[src/mmc_pkg.sv]
// Shared types, widths and constants of the magnetometer min/max calibrator.
package mmc_pkg;

   localparam int AXES_DEFAULT      = 3;
   localparam int FRAC_BITS_DEFAULT = 12;

   // Fixed field widths.
   localparam int CAL_AXES  = 3;
   localparam int RAW_W     = 16;
   localparam int CAL_W     = 16;
   localparam int CSR_IDX_W = 3;
   localparam int CSR_DAT_W = 16;

   // Arithmetic widths: numerator 2*raw - max - min, span max - min,
   // magnitude of the numerator, doubled span and quotient steps.
   localparam int NUM_W = RAW_W + 3;
   localparam int DEN_W = RAW_W + 1;
   localparam int MAG_W = RAW_W + 1;
   localparam int D2_W  = RAW_W + 1;
   localparam int QB    = CAL_W + 1;

   localparam logic signed [RAW_W-1:0] INIT_MAX_RST = 16'sd500;
   localparam logic signed [RAW_W-1:0] INIT_MIN_RST = -16'sd500;

   localparam logic signed [CAL_W-1:0] SAT_POS   = 16'sh7fff;
   localparam logic signed [CAL_W-1:0] SAT_NEG   = 16'sh8000;
   localparam logic [QB-1:0]           SAT_POS_Q = 17'd32767;
   localparam logic [QB-1:0]           SAT_NEG_Q = 17'd32768;

   typedef enum logic [CSR_IDX_W-1:0] {
      CSR_LEARN = 3'd0,
      CSR_MAX_X = 3'd1,
      CSR_MAX_Y = 3'd2,
      CSR_MAX_Z = 3'd3,
      CSR_MIN_X = 3'd4,
      CSR_MIN_Y = 3'd5,
      CSR_MIN_Z = 3'd6
   } csr_reg_type;

   // Control from the top level to every lane.
   typedef struct packed {
      logic start;
      logic restart;
      logic learn;
      logic release_res;
   } lane_ctl_type;

   // Status and result of one lane.
   typedef struct packed {
      logic                    idle;
      logic                    done;
      logic                    clip;
      logic                    degen;
      logic signed [CAL_W-1:0] cal;
   } lane_stat_type;

endpackage

[src/mmc_lane.sv]
// One axis lane: min/max tracking and a bit-serial restoring divider.
module mmc_lane #(
   parameter int FRAC_BITS = mmc_pkg::FRAC_BITS_DEFAULT
) (
   input  logic                                   clock,
   input  logic                                   reset,
   input  mmc_pkg::lane_ctl_type                  ctl,
   input  logic signed [mmc_pkg::RAW_W-1:0]       raw,
   input  logic signed [mmc_pkg::RAW_W-1:0]       init_max,
   input  logic signed [mmc_pkg::RAW_W-1:0]       init_min,
   output mmc_pkg::lane_stat_type                 stat
);
   import mmc_pkg::*;

   // Dividend is (mag << (FRAC_BITS+1)) + span.
   localparam int DW    = MAG_W + FRAC_BITS + 2;
   localparam int UPW   = DW - QB;
   localparam int CW    = (UPW > D2_W) ? UPW : D2_W;
   localparam int CNT_W = $clog2(QB);

   typedef enum logic [2:0] {
      ST_IDLE, ST_PREP, ST_SCALE, ST_CHECK, ST_ITER, ST_FIN, ST_DONE
   } state_type;

   state_type                state_ff, state_in;
   logic signed [RAW_W-1:0]  max_ff, max_in, min_ff, min_in, raw_ff, raw_in;
   logic signed [NUM_W-1:0]  num_ff, num_in;
   logic signed [DEN_W-1:0]  den_ff, den_in;
   logic [DW-1:0]            dvd_ff, dvd_in;
   logic [D2_W-1:0]          d2_ff, d2_in, rem_ff, rem_in;
   logic [QB-1:0]            sh_ff, sh_in, q_ff, q_in;
   logic [CNT_W-1:0]         cnt_ff, cnt_in;
   logic                     neg_ff, neg_in, clip_ff, clip_in, degen_ff, degen_in;
   logic signed [CAL_W-1:0]  cal_ff, cal_in;

   logic signed [NUM_W-1:0]  mag_full;
   logic [UPW-1:0]           upper;
   logic [D2_W:0]            trial, diff;
   logic                     ge;

   always_comb begin
      state_in = state_ff;
      max_in   = max_ff;
      min_in   = min_ff;
      raw_in   = raw_ff;
      num_in   = num_ff;
      den_in   = den_ff;
      dvd_in   = dvd_ff;
      d2_in    = d2_ff;
      rem_in   = rem_ff;
      sh_in    = sh_ff;
      q_in     = q_ff;
      cnt_in   = cnt_ff;
      neg_in   = neg_ff;
      clip_in  = clip_ff;
      degen_in = degen_ff;
      cal_in   = cal_ff;

      mag_full = num_ff[NUM_W-1] ? -num_ff : num_ff;
      upper    = dvd_ff[DW-1:QB];
      trial    = {rem_ff, sh_ff[QB-1]};
      diff     = trial - {1'b0, d2_ff};
      ge       = (trial >= {1'b0, d2_ff});

      case (state_ff)
         ST_IDLE: begin
            if (ctl.start) begin
               if (ctl.restart) begin
                  max_in   = init_max;
                  min_in   = init_min;
                  cal_in   = '0;
                  clip_in  = 1'b0;
                  degen_in = 1'b0;
                  state_in = ST_DONE;
               end else begin
                  raw_in = raw;
                  if (ctl.learn && (raw > max_ff)) max_in = raw;
                  if (ctl.learn && (raw < min_ff)) min_in = raw;
                  state_in = ST_PREP;
               end
            end
         end
         ST_PREP: begin
            num_in   = (NUM_W'(raw_ff) <<< 1) - NUM_W'(max_ff) - NUM_W'(min_ff);
            den_in   = DEN_W'(max_ff) - DEN_W'(min_ff);
            state_in = ST_SCALE;
         end
         ST_SCALE: begin
            if (den_ff <= 0) begin
               cal_in   = '0;
               clip_in  = 1'b0;
               degen_in = 1'b1;
               state_in = ST_DONE;
            end else begin
               neg_in   = num_ff[NUM_W-1];
               dvd_in   = DW'({mag_full[MAG_W-1:0], {(FRAC_BITS+1){1'b0}}})
                        + DW'(den_ff[DEN_W-2:0]);
               d2_in    = {den_ff[DEN_W-2:0], 1'b0};
               degen_in = 1'b0;
               state_in = ST_CHECK;
            end
         end
         ST_CHECK: begin
            // A quotient too large for the step count saturates at once.
            if (CW'(upper) >= CW'(d2_ff)) begin
               clip_in  = 1'b1;
               cal_in   = neg_ff ? SAT_NEG : SAT_POS;
               state_in = ST_DONE;
            end else begin
               rem_in   = D2_W'(upper);
               sh_in    = dvd_ff[QB-1:0];
               q_in     = '0;
               cnt_in   = CNT_W'(QB - 1);
               state_in = ST_ITER;
            end
         end
         ST_ITER: begin
            rem_in = ge ? diff[D2_W-1:0] : trial[D2_W-1:0];
            sh_in  = sh_ff << 1;
            q_in   = {q_ff[QB-2:0], ge};
            cnt_in = cnt_ff - 1'b1;
            if (cnt_ff == '0) state_in = ST_FIN;
         end
         ST_FIN: begin
            if (neg_ff) begin
               clip_in = (q_ff > SAT_NEG_Q);
               cal_in  = (q_ff > SAT_NEG_Q) ? SAT_NEG : CAL_W'(QB'(0) - q_ff);
            end else begin
               clip_in = (q_ff > SAT_POS_Q);
               cal_in  = (q_ff > SAT_POS_Q) ? SAT_POS : CAL_W'(q_ff);
            end
            state_in = ST_DONE;
         end
         ST_DONE: begin
            if (ctl.release_res) state_in = ST_IDLE;
         end
         default: state_in = ST_IDLE;
      endcase
   end

   always_ff @(posedge clock) begin
      if (reset) begin
         state_ff <= ST_IDLE;
         max_ff   <= INIT_MAX_RST;
         min_ff   <= INIT_MIN_RST;
      end else begin
         state_ff <= state_in;
         max_ff   <= max_in;
         min_ff   <= min_in;
      end
      raw_ff   <= raw_in;
      num_ff   <= num_in;
      den_ff   <= den_in;
      dvd_ff   <= dvd_in;
      d2_ff    <= d2_in;
      rem_ff   <= rem_in;
      sh_ff    <= sh_in;
      q_ff     <= q_in;
      cnt_ff   <= cnt_in;
      neg_ff   <= neg_in;
      clip_ff  <= clip_in;
      degen_ff <= degen_in;
      cal_ff   <= cal_in;
   end

   assign stat.idle  = (state_ff == ST_IDLE);
   assign stat.done  = (state_ff == ST_DONE);
   assign stat.clip  = clip_ff;
   assign stat.degen = degen_ff;
   assign stat.cal   = cal_ff;

   // The running remainder stays below the divisor through every step.
   a_rem_bound: assert property (@(posedge clock) disable iff (reset)
      (state_ff == ST_ITER) |-> (rem_ff < d2_ff))
      else $error("lane remainder not below divisor");

   // A degenerate axis reports zero and never a clipped value.
   a_degen_zero: assert property (@(posedge clock) disable iff (reset)
      (state_ff == ST_DONE && degen_ff) |-> (cal_ff == '0 && !clip_ff))
      else $error("degenerate axis with nonzero result");

   // The top level only starts a lane that has finished its last beat.
   a_start_idle: assert property (@(posedge clock) disable iff (reset)
      ctl.start |-> (state_ff == ST_IDLE))
      else $error("lane started while busy");

endmodule

[src/mmc_merge.sv]
// Merge stage: combines lane results and flags into the result register.
module mmc_merge #(
   parameter int AXES = mmc_pkg::AXES_DEFAULT
) (
   input  logic                                clock,
   input  logic                                reset,
   input  mmc_pkg::lane_stat_type              lane_stat [AXES],
   output logic                                release_res,
   output logic                                rsp_valid,
   input  logic                                rsp_stall,
   output logic signed [mmc_pkg::CAL_W-1:0]    rsp_cal [mmc_pkg::CAL_AXES],
   output logic                                rsp_clipped,
   output logic                                rsp_degenerate
);
   import mmc_pkg::*;

   logic                    valid_ff, valid_in;
   logic signed [CAL_W-1:0] cal_ff [CAL_AXES];
   logic signed [CAL_W-1:0] cal_src [CAL_AXES];
   logic                    clip_ff, degen_ff;
   logic                    all_done, any_clip, any_degen;

   always_comb begin
      all_done  = 1'b1;
      any_clip  = 1'b0;
      any_degen = 1'b0;
      for (int i = 0; i < AXES; i++) begin
         all_done  = all_done & lane_stat[i].done;
         any_clip  = any_clip | lane_stat[i].clip;
         any_degen = any_degen | lane_stat[i].degen;
      end
   end

   // Axes without a lane always report zero.
   for (genvar i = 0; i < CAL_AXES; i++) begin : g_src
      if (i < AXES) begin : g_lane
         assign cal_src[i] = lane_stat[i].cal;
      end else begin : g_none
         assign cal_src[i] = '0;
      end
   end

   // A finished result moves out as soon as the register is free or drains.
   assign release_res = all_done && (!valid_ff || !rsp_stall);
   assign valid_in    = release_res || (valid_ff && rsp_stall);

   always_ff @(posedge clock) begin
      if (reset) begin
         valid_ff <= 1'b0;
      end else begin
         valid_ff <= valid_in;
      end
      if (release_res) begin
         cal_ff   <= cal_src;
         clip_ff  <= any_clip;
         degen_ff <= any_degen;
      end
   end

   assign rsp_valid      = valid_ff;
   assign rsp_cal        = cal_ff;
   assign rsp_clipped    = clip_ff;
   assign rsp_degenerate = degen_ff;

endmodule

[src/magnetometer_minmax_calibrator_core.sv]
// Top level of the three-axis magnetometer min/max calibrator.
// Each sample beat returns one result beat: per axis (2*raw - max - min)/(max - min)
// as signed fixed point with FRAC_BITS fraction bits, rounded to nearest with ties
// away from zero and saturated to 16 bits, plus clipped and degenerate flags. One lane
// per axis tracks that axis's limits and divides with a restoring divider that settles
// one of 17 quotient bits per cycle. The block takes no new beat until every lane has
// handed its result on; a restart beat returns a result beat of zeros.
// An axis whose limits are equal or inverted skips the divider, as does one whose
// quotient overflows 17 bits, and the result beat leaves when the slowest lane is done.
// The result register lets a new beat enter while the previous result waits.
// Starting limits written through the register port take effect at the next restart.
module magnetometer_minmax_calibrator_core #(
   parameter int AXES      = mmc_pkg::AXES_DEFAULT,
   parameter int FRAC_BITS = mmc_pkg::FRAC_BITS_DEFAULT
) (
   input  logic                                 clock,
   input  logic                                 reset,
   input  logic                                 req_valid,
   output logic                                 req_stall,
   input  logic                                 req_kind,
   input  logic signed [mmc_pkg::RAW_W-1:0]     req_raw_x,
   input  logic signed [mmc_pkg::RAW_W-1:0]     req_raw_y,
   input  logic signed [mmc_pkg::RAW_W-1:0]     req_raw_z,
   output logic                                 rsp_valid,
   input  logic                                 rsp_stall,
   output logic signed [mmc_pkg::CAL_W-1:0]     rsp_cal_x,
   output logic signed [mmc_pkg::CAL_W-1:0]     rsp_cal_y,
   output logic signed [mmc_pkg::CAL_W-1:0]     rsp_cal_z,
   output logic                                 rsp_clipped,
   output logic                                 rsp_degenerate,
   input  logic                                 csr_valid,
   output logic                                 csr_ready,
   input  logic [mmc_pkg::CSR_IDX_W-1:0]        csr_index,
   input  logic [mmc_pkg::CSR_DAT_W-1:0]        csr_data
);
   import mmc_pkg::*;

   logic                    learn_ff;
   logic signed [RAW_W-1:0] init_max_ff [CAL_AXES];
   logic signed [RAW_W-1:0] init_min_ff [CAL_AXES];
   logic signed [RAW_W-1:0] raw_arr [CAL_AXES];
   lane_stat_type           lane_stat [AXES];
   lane_ctl_type            ctl;
   logic signed [CAL_W-1:0] cal_arr [CAL_AXES];
   logic                    release_res, lanes_idle, start;

   assign csr_ready = 1'b1;

   always_ff @(posedge clock) begin
      if (reset) begin
         learn_ff <= 1'b0;
         for (int i = 0; i < CAL_AXES; i++) begin
            init_max_ff[i] <= INIT_MAX_RST;
            init_min_ff[i] <= INIT_MIN_RST;
         end
      end else if (csr_valid && csr_ready) begin
         case (csr_reg_type'(csr_index))
            CSR_LEARN: learn_ff       <= csr_data[0];
            CSR_MAX_X: init_max_ff[0] <= csr_data;
            CSR_MAX_Y: init_max_ff[1] <= csr_data;
            CSR_MAX_Z: init_max_ff[2] <= csr_data;
            CSR_MIN_X: init_min_ff[0] <= csr_data;
            CSR_MIN_Y: init_min_ff[1] <= csr_data;
            CSR_MIN_Z: init_min_ff[2] <= csr_data;
            default: ;
         endcase
      end
   end

   always_comb begin
      lanes_idle = 1'b1;
      for (int i = 0; i < AXES; i++) lanes_idle = lanes_idle & lane_stat[i].idle;
   end

   assign req_stall = !lanes_idle;
   assign start     = req_valid && !req_stall;

   assign ctl.start       = start;
   assign ctl.restart     = req_kind;
   assign ctl.learn       = learn_ff;
   assign ctl.release_res = release_res;

   assign raw_arr[0] = req_raw_x;
   assign raw_arr[1] = req_raw_y;
   assign raw_arr[2] = req_raw_z;

   for (genvar i = 0; i < AXES; i++) begin : g_lane
      mmc_lane #(
         .FRAC_BITS (FRAC_BITS)
      ) u_lane (
         .clock    (clock),
         .reset    (reset),
         .ctl      (ctl),
         .raw      (raw_arr[i]),
         .init_max (init_max_ff[i]),
         .init_min (init_min_ff[i]),
         .stat     (lane_stat[i])
      );
   end

   mmc_merge #(
      .AXES (AXES)
   ) u_merge (
      .clock          (clock),
      .reset          (reset),
      .lane_stat      (lane_stat),
      .release_res    (release_res),
      .rsp_valid      (rsp_valid),
      .rsp_stall      (rsp_stall),
      .rsp_cal        (cal_arr),
      .rsp_clipped    (rsp_clipped),
      .rsp_degenerate (rsp_degenerate)
   );

   assign rsp_cal_x = cal_arr[0];
   assign rsp_cal_y = cal_arr[1];
   assign rsp_cal_z = cal_arr[2];

   // An accepted beat keeps the input side stalled until the lanes hand their results on.
   a_busy_after_accept: assert property (@(posedge clock) disable iff (reset)
      start |=> req_stall)
      else $error("input taken while lanes still working");

endmodule

[config.mk]
export PLATFORM = sky130hd
export DESIGN_NAME = magnetometer_minmax_calibrator_core
export DESIGN_NICKNAME = d
export VERILOG_FILES = /design/src/mmc_pkg.sv /design/src/mmc_lane.sv /design/src/mmc_merge.sv /design/src/magnetometer_minmax_calibrator_core.sv
export SDC_FILE = /design/constraint.sdc
export NUM_CORES = 2
export LEC_CHECK = 0
export ABC_AREA = 1
export BUFFER_PORTS_ARGS = -buffer_cell sky130_fd_sc_hd__clkbuf_2
export CAP_MARGIN = 20
export CORE_ASPECT_RATIO = 0.9
export CORE_UTILIZATION = 60
export CTS_CLUSTER_DIAMETER = 80
export CTS_CLUSTER_SIZE = 20
export DETAILED_ROUTE_END_ITERATION = 10
export GPL_TIMING_DRIVEN = 1
export PLACE_DENSITY_LB_ADDON = 0.3
export REMOVE_ABC_BUFFERS = 1
export SYNTH_ARGS = -nofsm -noshare
export SYNTH_HDL_FRONTEND = slang
export SYNTH_SLANG_ARGS = --single-unit
[constraint.sdc]
create_clock -name clock -period 6.3 [get_ports clock]
set_input_delay 0.945 -clock clock [delete_from_list [all_inputs] [get_ports clock]]
set_output_delay 0.945 -clock clock [all_outputs]
set_load 0.05 [all_outputs]
# Word-level counts from Yosys, hierarchy flattened

Memory sizes are Yosys's and may differ from the RTL's.
Cells that the tools add are included.

RAM bits: 96
Output and inout bits: 53
Memories: 2
Bits of input ports: 73
Logic and storage cells: 358
Register bits after elaboration: 679

Reduce and logical (&&, ||, !) cells: 61
Multiplexer cells: 132
Add/subtract/negate cells: 24
Eq/ne operators: 45
Order comparisons: 21
Bitwise gates (word level): 18

Memories:

| memory      | depth | bits a word | read ports | clocked after Yosys merged registers in | write ports | RTL line                                  | text |
|---|---|---|---|---|---|---|---|
| init_max_ff | 3     | 16          | 3          | 0                                       | 3           | magnetometer_minmax_calibrator_core.sv:39 | `logic signed [RAW_W-1:0] init_max_ff [CAL_AXES];` |
| init_min_ff | 3     | 16          | 3          | 0                                       | 3           | magnetometer_minmax_calibrator_core.sv:40 | `logic signed [RAW_W-1:0] init_min_ff [CAL_AXES];` |

Operators with widths:

| operator                                                        | count |
|---|---|
| two-way mux 16 bit                                              | 38 |
| case mux 17 bit (2 select lines)                                | 9 |
| two-way mux 17 bit                                              | 15 |
| case mux 16 bit (4 select lines)                                | 3 |
| adder 30 x 16 -> 31 bit                                         | 3 |
| case mux 3 bit (7 select lines)                                 | 3 |
| subtractor 18 x 16 -> 19 bit                                    | 3 |
| >= comparator 18 x 17 -> 1 bit                                  | 3 |
| subtractor 17 x 16 -> 18 bit                                    | 3 |
| >= comparator 14 x 17 -> 1 bit                                  | 3 |
| > comparator 17 x 15 -> 1 bit, second input constant            | 3 |
| > comparator 17 x 16 -> 1 bit, second input constant            | 3 |
| less-or-equal comparator 17 x 1 -> 1 bit, second input constant | 3 |
| negator 17 bit                                                  | 3 |
| subtractor 16 x 16 -> 17 bit                                    | 3 |
| subtractor 17 bit                                               | 3 |
| > comparator 16 bit                                             | 3 |
| less-than comparator 16 bit                                     | 3 |
| subtractor 1 x 16 -> 16 bit, first input constant               | 3 |
| AND reduction 3 bit                                             | 15 |
| two-way mux 1 bit                                               | 40 |
| == test 3 bit, second input constant                            | 12 |
| case mux 5 bit (2 select lines)                                 | 3 |
| two-way mux 3 bit                                               | 9 |
| 21 further kinds                                                | 112 |

# Depth between registers and ports, before layout

Depth after elaboration: 6
Gate-level depth with buffers: 17
Mapped depth without buffers: 16

# Cells and area by module

A second synthesis with hierarchy kept.

Cells, all modules: 4786
Area, all modules: 44069.8 um^2

Modules (own cells, without submodules):

| module                              | instances | seq. area each (um^2) | area an instance (um^2) | cells an instance |
|---|---|---|---|---|
| mmc_lane at g_lane[0].u_lane        | 1         | 5505.3                | 13073.8                 | 1516 |
| mmc_lane at g_lane[1].u_lane        | 1         | 5505.3                | 13066.3                 | 1519 |
| mmc_lane at g_lane[2].u_lane        | 1         | 5505.3                | 13060.0                 | 1509 |
| magnetometer_minmax_calibrator_core | 1         | 2902.8                | 3306.9                  | 181 |
| mmc_merge                           | 1         | 1521.5                | 1562.7                  | 61 |

# Worst setup path before layout

No wires, ideal clock.

Path type: input port to flip-flop
From: input port req_kind
To: register g_lane[0].u_lane.raw_ff[0], enable pin
Library setup time: 0.409 ns
Path buffers: 3
Slack: 3.158 ns
Stages: 4
Data arrival time: 2.733 ns
Data required time: 5.891 ns
Path through: clkbuf_1 > buf_1 > buf_1 > nor3_1

Cells in the longest elaborated chain, start to end: 2

Ends and longest elaborated chain:

| what                          | RTL line                                  | text |
|---|---|---|
| from (decl)                   | magnetometer_minmax_calibrator_core.sv:20 | `input logic req_kind,` |
| inverter 1 bit (no line)      | n/a                                       |  |
| AND reduction 3 bit (no line) | n/a                                       |  |
| to (signal assigned)          | mmc_lane.sv:151                           | `raw_ff <= raw_in;` |
| to (decl)                     | mmc_lane.sv:26                            | `logic signed [RAW_W-1:0] max_ff, max_in, min_ff, min_in, raw_ff, raw_in;` |

No other way between the ends.
A chain may end at the register's enable or synchronous reset.

# Worst setup path in the final report

From: register g_lane[2].u_lane.rem_ff[2]
To: register g_lane[2].u_lane.rem_ff[13], data pin

Cells in the longest elaborated chain, start to end: 3
Elaborated cells on any way between the ends: 4
Those cells by class: add/sub: 1; order compare: 1; mux: 2

Ends and longest elaborated chain:

| what                                                                | RTL line                       | text |
|---|---|---|
| from (decl)                                                         | mmc_lane.sv:30                 | `logic [D2_W-1:0] d2_ff, d2_in, rem_ff, rem_in;` |
| from (signal assigned)                                              | mmc_lane.sv:156                | `rem_ff <= rem_in;` |
| subtractor 17 bit or >= comparator 18 x 17 -> 1 bit (tied branches) | mmc_lane.sv:62, mmc_lane.sv:63 |  |
| two-way mux 17 bit (*)                                              | mmc_lane.sv:118                | `rem_in = ge ? diff[D2_W-1:0] : trial[D2_W-1:0];` |
| case mux 17 bit (2 select lines) (*)                                | mmc_lane.sv:65                 | `case (state_ff)` |
| via g_lane[2].u_lane.rem_in[13]                                     | mmc_lane.sv:30                 |  |

The timed path passes the listed nets; every way through them passes the cells marked *.

==> impl_metrics.toml <==
[cells_and_area]
layout-drive-gt1-share_pct = 5.68
final_area_sq_um = 46500
final_net_count = 5352
num_antenna_cells = 0
multi_input_area_sq_um = 19900
area_growth_pct = 6.98
final.fill_count = 5855
seq_area_sq_um = 20900
final_util_pct = 64.9

[worst_setup_path]
r2r-end = "g_lane[2].u_lane.rem_ff[13]"
path_class = "flip-flop to flip-flop"
startpoint_type = "flip-flop"
cp.required_ns = 6.66
cp_data_arrival_time_ns = 3.43
r2r-start = "g_lane[2].u_lane.rem_ff[2]"
rr_worst_depth = 12
crit_start = "g_lane[2].u_lane.rem_ff[2]"
r2r_slack_ns = 3.23
critPathCaptureType = "flip-flop"
crit_fanout = 33
crit_path_end = "g_lane[2].u_lane.rem_ff[13]"

[timing]
max_freq_mhz = 326
hold_ws_ns = 0.421
fin_crit_ns = 3.07
slew_viol_final = 0
skew_ns = 0.0204
fin_crit_sh_pct = 48.8
setup_tns_ns = 0
setup_viol = 0
hold_viol_final = 0
tightest_slew_ns = 0.975
rsz0062_at_grt = "no"
relSlewSlack_pct = 34.9

[synth]
synthDistinctLibCells = 59
synth_ff_type = "edfxtp_1"
yosysTopAreaCell = "edfxtp_1"
yosys_warnings = 0
synthDominantCellAreaShare_pct = 43.3
syn-cell-area_sq_um = 43400
synth_cells = 4773
yosys.cell_count.top_type = "nand2_1"
syn_area_per_cell_sq_um = 9.10
netlist_top_cells_count = "nand2_1, edfxtp_1, inv_1"
synth-seq-cells = 733
yosysSeqAreaShare_pct = 48.2
async_flop_share_pct = 0
synthTopCellsByArea = "edfxtp_1, ha_1, nand2_1"
synth_edf_count = 626

[global_routing]
antenna_found_initial = 0
grt_overflow_total = 0
grt_max_degree = 82
grt_pass1_wl_microns = 157000
grt_usage_pct = 26.5
grt_pass1_vias = 30320

[job]
drv_cap = 0

[clock_network]
cts_tree = "yes"
htreeDepth = 2
clockBufferDepth = 3
clk_pin_slew_ns = 0.08
postCtsResizedCells = 0
postCtsSetupBuffers = 0
cts_sinks = 733
clkLatencyLatePin_ns = 0.62
numCtsBuffers = 46
root_buffer = "clkbuf_16"
cts_hold_buf = 0

[power]
powerDensity_nw_per_um2 = 469
vdd_drop_max_v = 0.000287
finalPower_mw = 21.8
p_leak_nw = 20.7

[floorplanning]
start_util_pct = 60.7
die_height_microns = 257
die_w_microns = 286
io_pins = 126
die_area_sq_um = 73500
rows = 93
core_area_sq_um = 71600

[placement]
gp_congestion = 0.962
portBuffers = 124
place_area_sq_um = 45000
dpl.hpwl_microns = 74400

[detailed_routing]
drc = 0
drt_iter0_drc = 3176
final_antenna_net_count = 0
wire_per_inst_microns = 16.8
via_count = 32638
vias_per_cell = 5.58
routed_wl_microns = 98000
dr.pass1.iters = 6

[outcome]
status = "finished, final reports clean"

[min_path]
hold_class = "flip-flop to flip-flop"
## layout by cell type (no fill, tap or decap), types with 4 or more instances in the layout
master and instances:
a31oi_1 24, buf_4 27, clkbuf_1 15, o21ai_0 194, ha_1 355, inv_1 570
o21bai_1 10, nor3_2 9, nand2_2 13, o31ai_1 9, clkinv_1 4, o2111ai_1 7
nand3_1 298, a21boi_0 41, o211ai_1 18, nor3_1 60, xor2_1 158, xnor2_1 41
clkbuf_16 50, fa_1 57, dfxtp_1 107, nor2_1 453, or2_2 5, a21oi_1 254
nand3b_1 24, clkbuf_2 123, a21o_1 16, edfxtp_1 626, nand2_1 1146, inv_6 5
a211oi_1 4, nand4_1 61, nor4_1 37, o21a_1 8, inv_2 6, nor2_2 12
## metal layers
layer	routed length, microns	track usage [%]	vias up
met5	0	0	-
met4	2020	6.39	0
met3	6000	2.38	135
met2	44800	42.8	1064
met1	45100	38.7	15261
li1	-	-	16178
## sequential cells by signal, indices dropped and copies added, names as in the netlist, 9 cells and up
name	cells
g_lane.u_lane.q_ff	51
g_lane.u_lane.raw_ff	48
g_lane.u_lane.max_ff	48
init_max_ff	48
g_lane.u_lane.rem_ff	51
g_lane.u_lane.state_ff	9
g_lane.u_lane.cal_ff	48
g_lane.u_lane.cnt_ff	15
g_lane.u_lane.num_ff	54
g_lane.u_lane.min_ff	48
g_lane.u_lane.sh_ff	51
u_merge.rsp_cal	48
init_min_ff	48
g_lane.u_lane.den_ff	51
g_lane.u_lane.dvd_ff	93
g_lane.u_lane.d2_ff	9
## power breakdown
group | switching (mW) | internal [mW]
logic | 6.82 | 3.60
registers | 0.765 | 7.42
clock network | 1.65 | 1.52
total | 9.23 | 12.5
## worst min-delay path by stage
| stage | slack (ns) | end | from | cells past startpoint |
|---|---|---|---|---|
| after floorplan | 0.40 | u_merge.rsp_cal[0] | g_lane[2].u_lane.cal_ff[0] | 0 |
| after global placement | 0.40 | u_merge.rsp_cal[5] | g_lane[2].u_lane.cal_ff[5] | 0 |
| after detailed placement | 0.40 | u_merge.rsp_cal[19] | g_lane[1].u_lane.cal_ff[3] | 0 |
| after CTS | 0.42 | u_merge.rsp_cal[39] | g_lane[0].u_lane.cal_ff[7] | 0 |
| after global routing | 0.43 | u_merge.rsp_cal[41] | g_lane[0].u_lane.cal_ff[9] | 0 |
| final | 0.42 | u_merge.rsp_cal[19] | g_lane[1].u_lane.cal_ff[3] | 0 |
## cell families (layout without fill, tap and decap cells)
| group | after synthesis | count (layout) | synth area share (%) |
|---|---|---|---|
| buffers and inverters | 684 | 809 | 6.10 |
| AND/OR/NAND/NOR | 2139 | 2139 | 20.9 |
| other | 1 | 1 | 0.00863 |
| XOR/XNOR | 201 | 201 | 4.09 |
| adder cells (fa/ha/maj) | 412 | 412 | 12.9 |
| flip-flops | 733 | 733 | 48.2 |
| AO/OA/AOI/OAI | 603 | 603 | 7.83 |
## metrics by stage
stage | instances | setup WS, ns
detailed placement | 5768 | 3.06
global placement | 5768 | 3.09
finish | 5848 | 3.23
floorplan | 4668 | 2.19
global route | 5848 | 2.82
CTS | 5847 | 3.25
## cell type report
cell class                 count  share of cell area (%)
clock inverter                14                   0.285
multi-input combinational   3356                    42.8
inverter                     579                    4.68
timing repair buffer         151                    1.82
clock buffer                  65                    2.81
tap                          950                    2.56
sequential                   733                    45.1
## worst max-delay path, stage by stage (launching register included)
cell and delay [ns]:
edfxtp_1 0.41, ha_1 0.37, nand2_1 0.11, o21ai_1 0.29, nand3_1 0.11, nand2_1 0.12
nand3_1 0.08, nand2_1 0.10, nand2_1 0.05, nand2_1 0.71, o21ai_0 0.25, o211ai_1 0.15
nand2_1 0.07
Note: power is estimated with default switching activity, not from simulation.
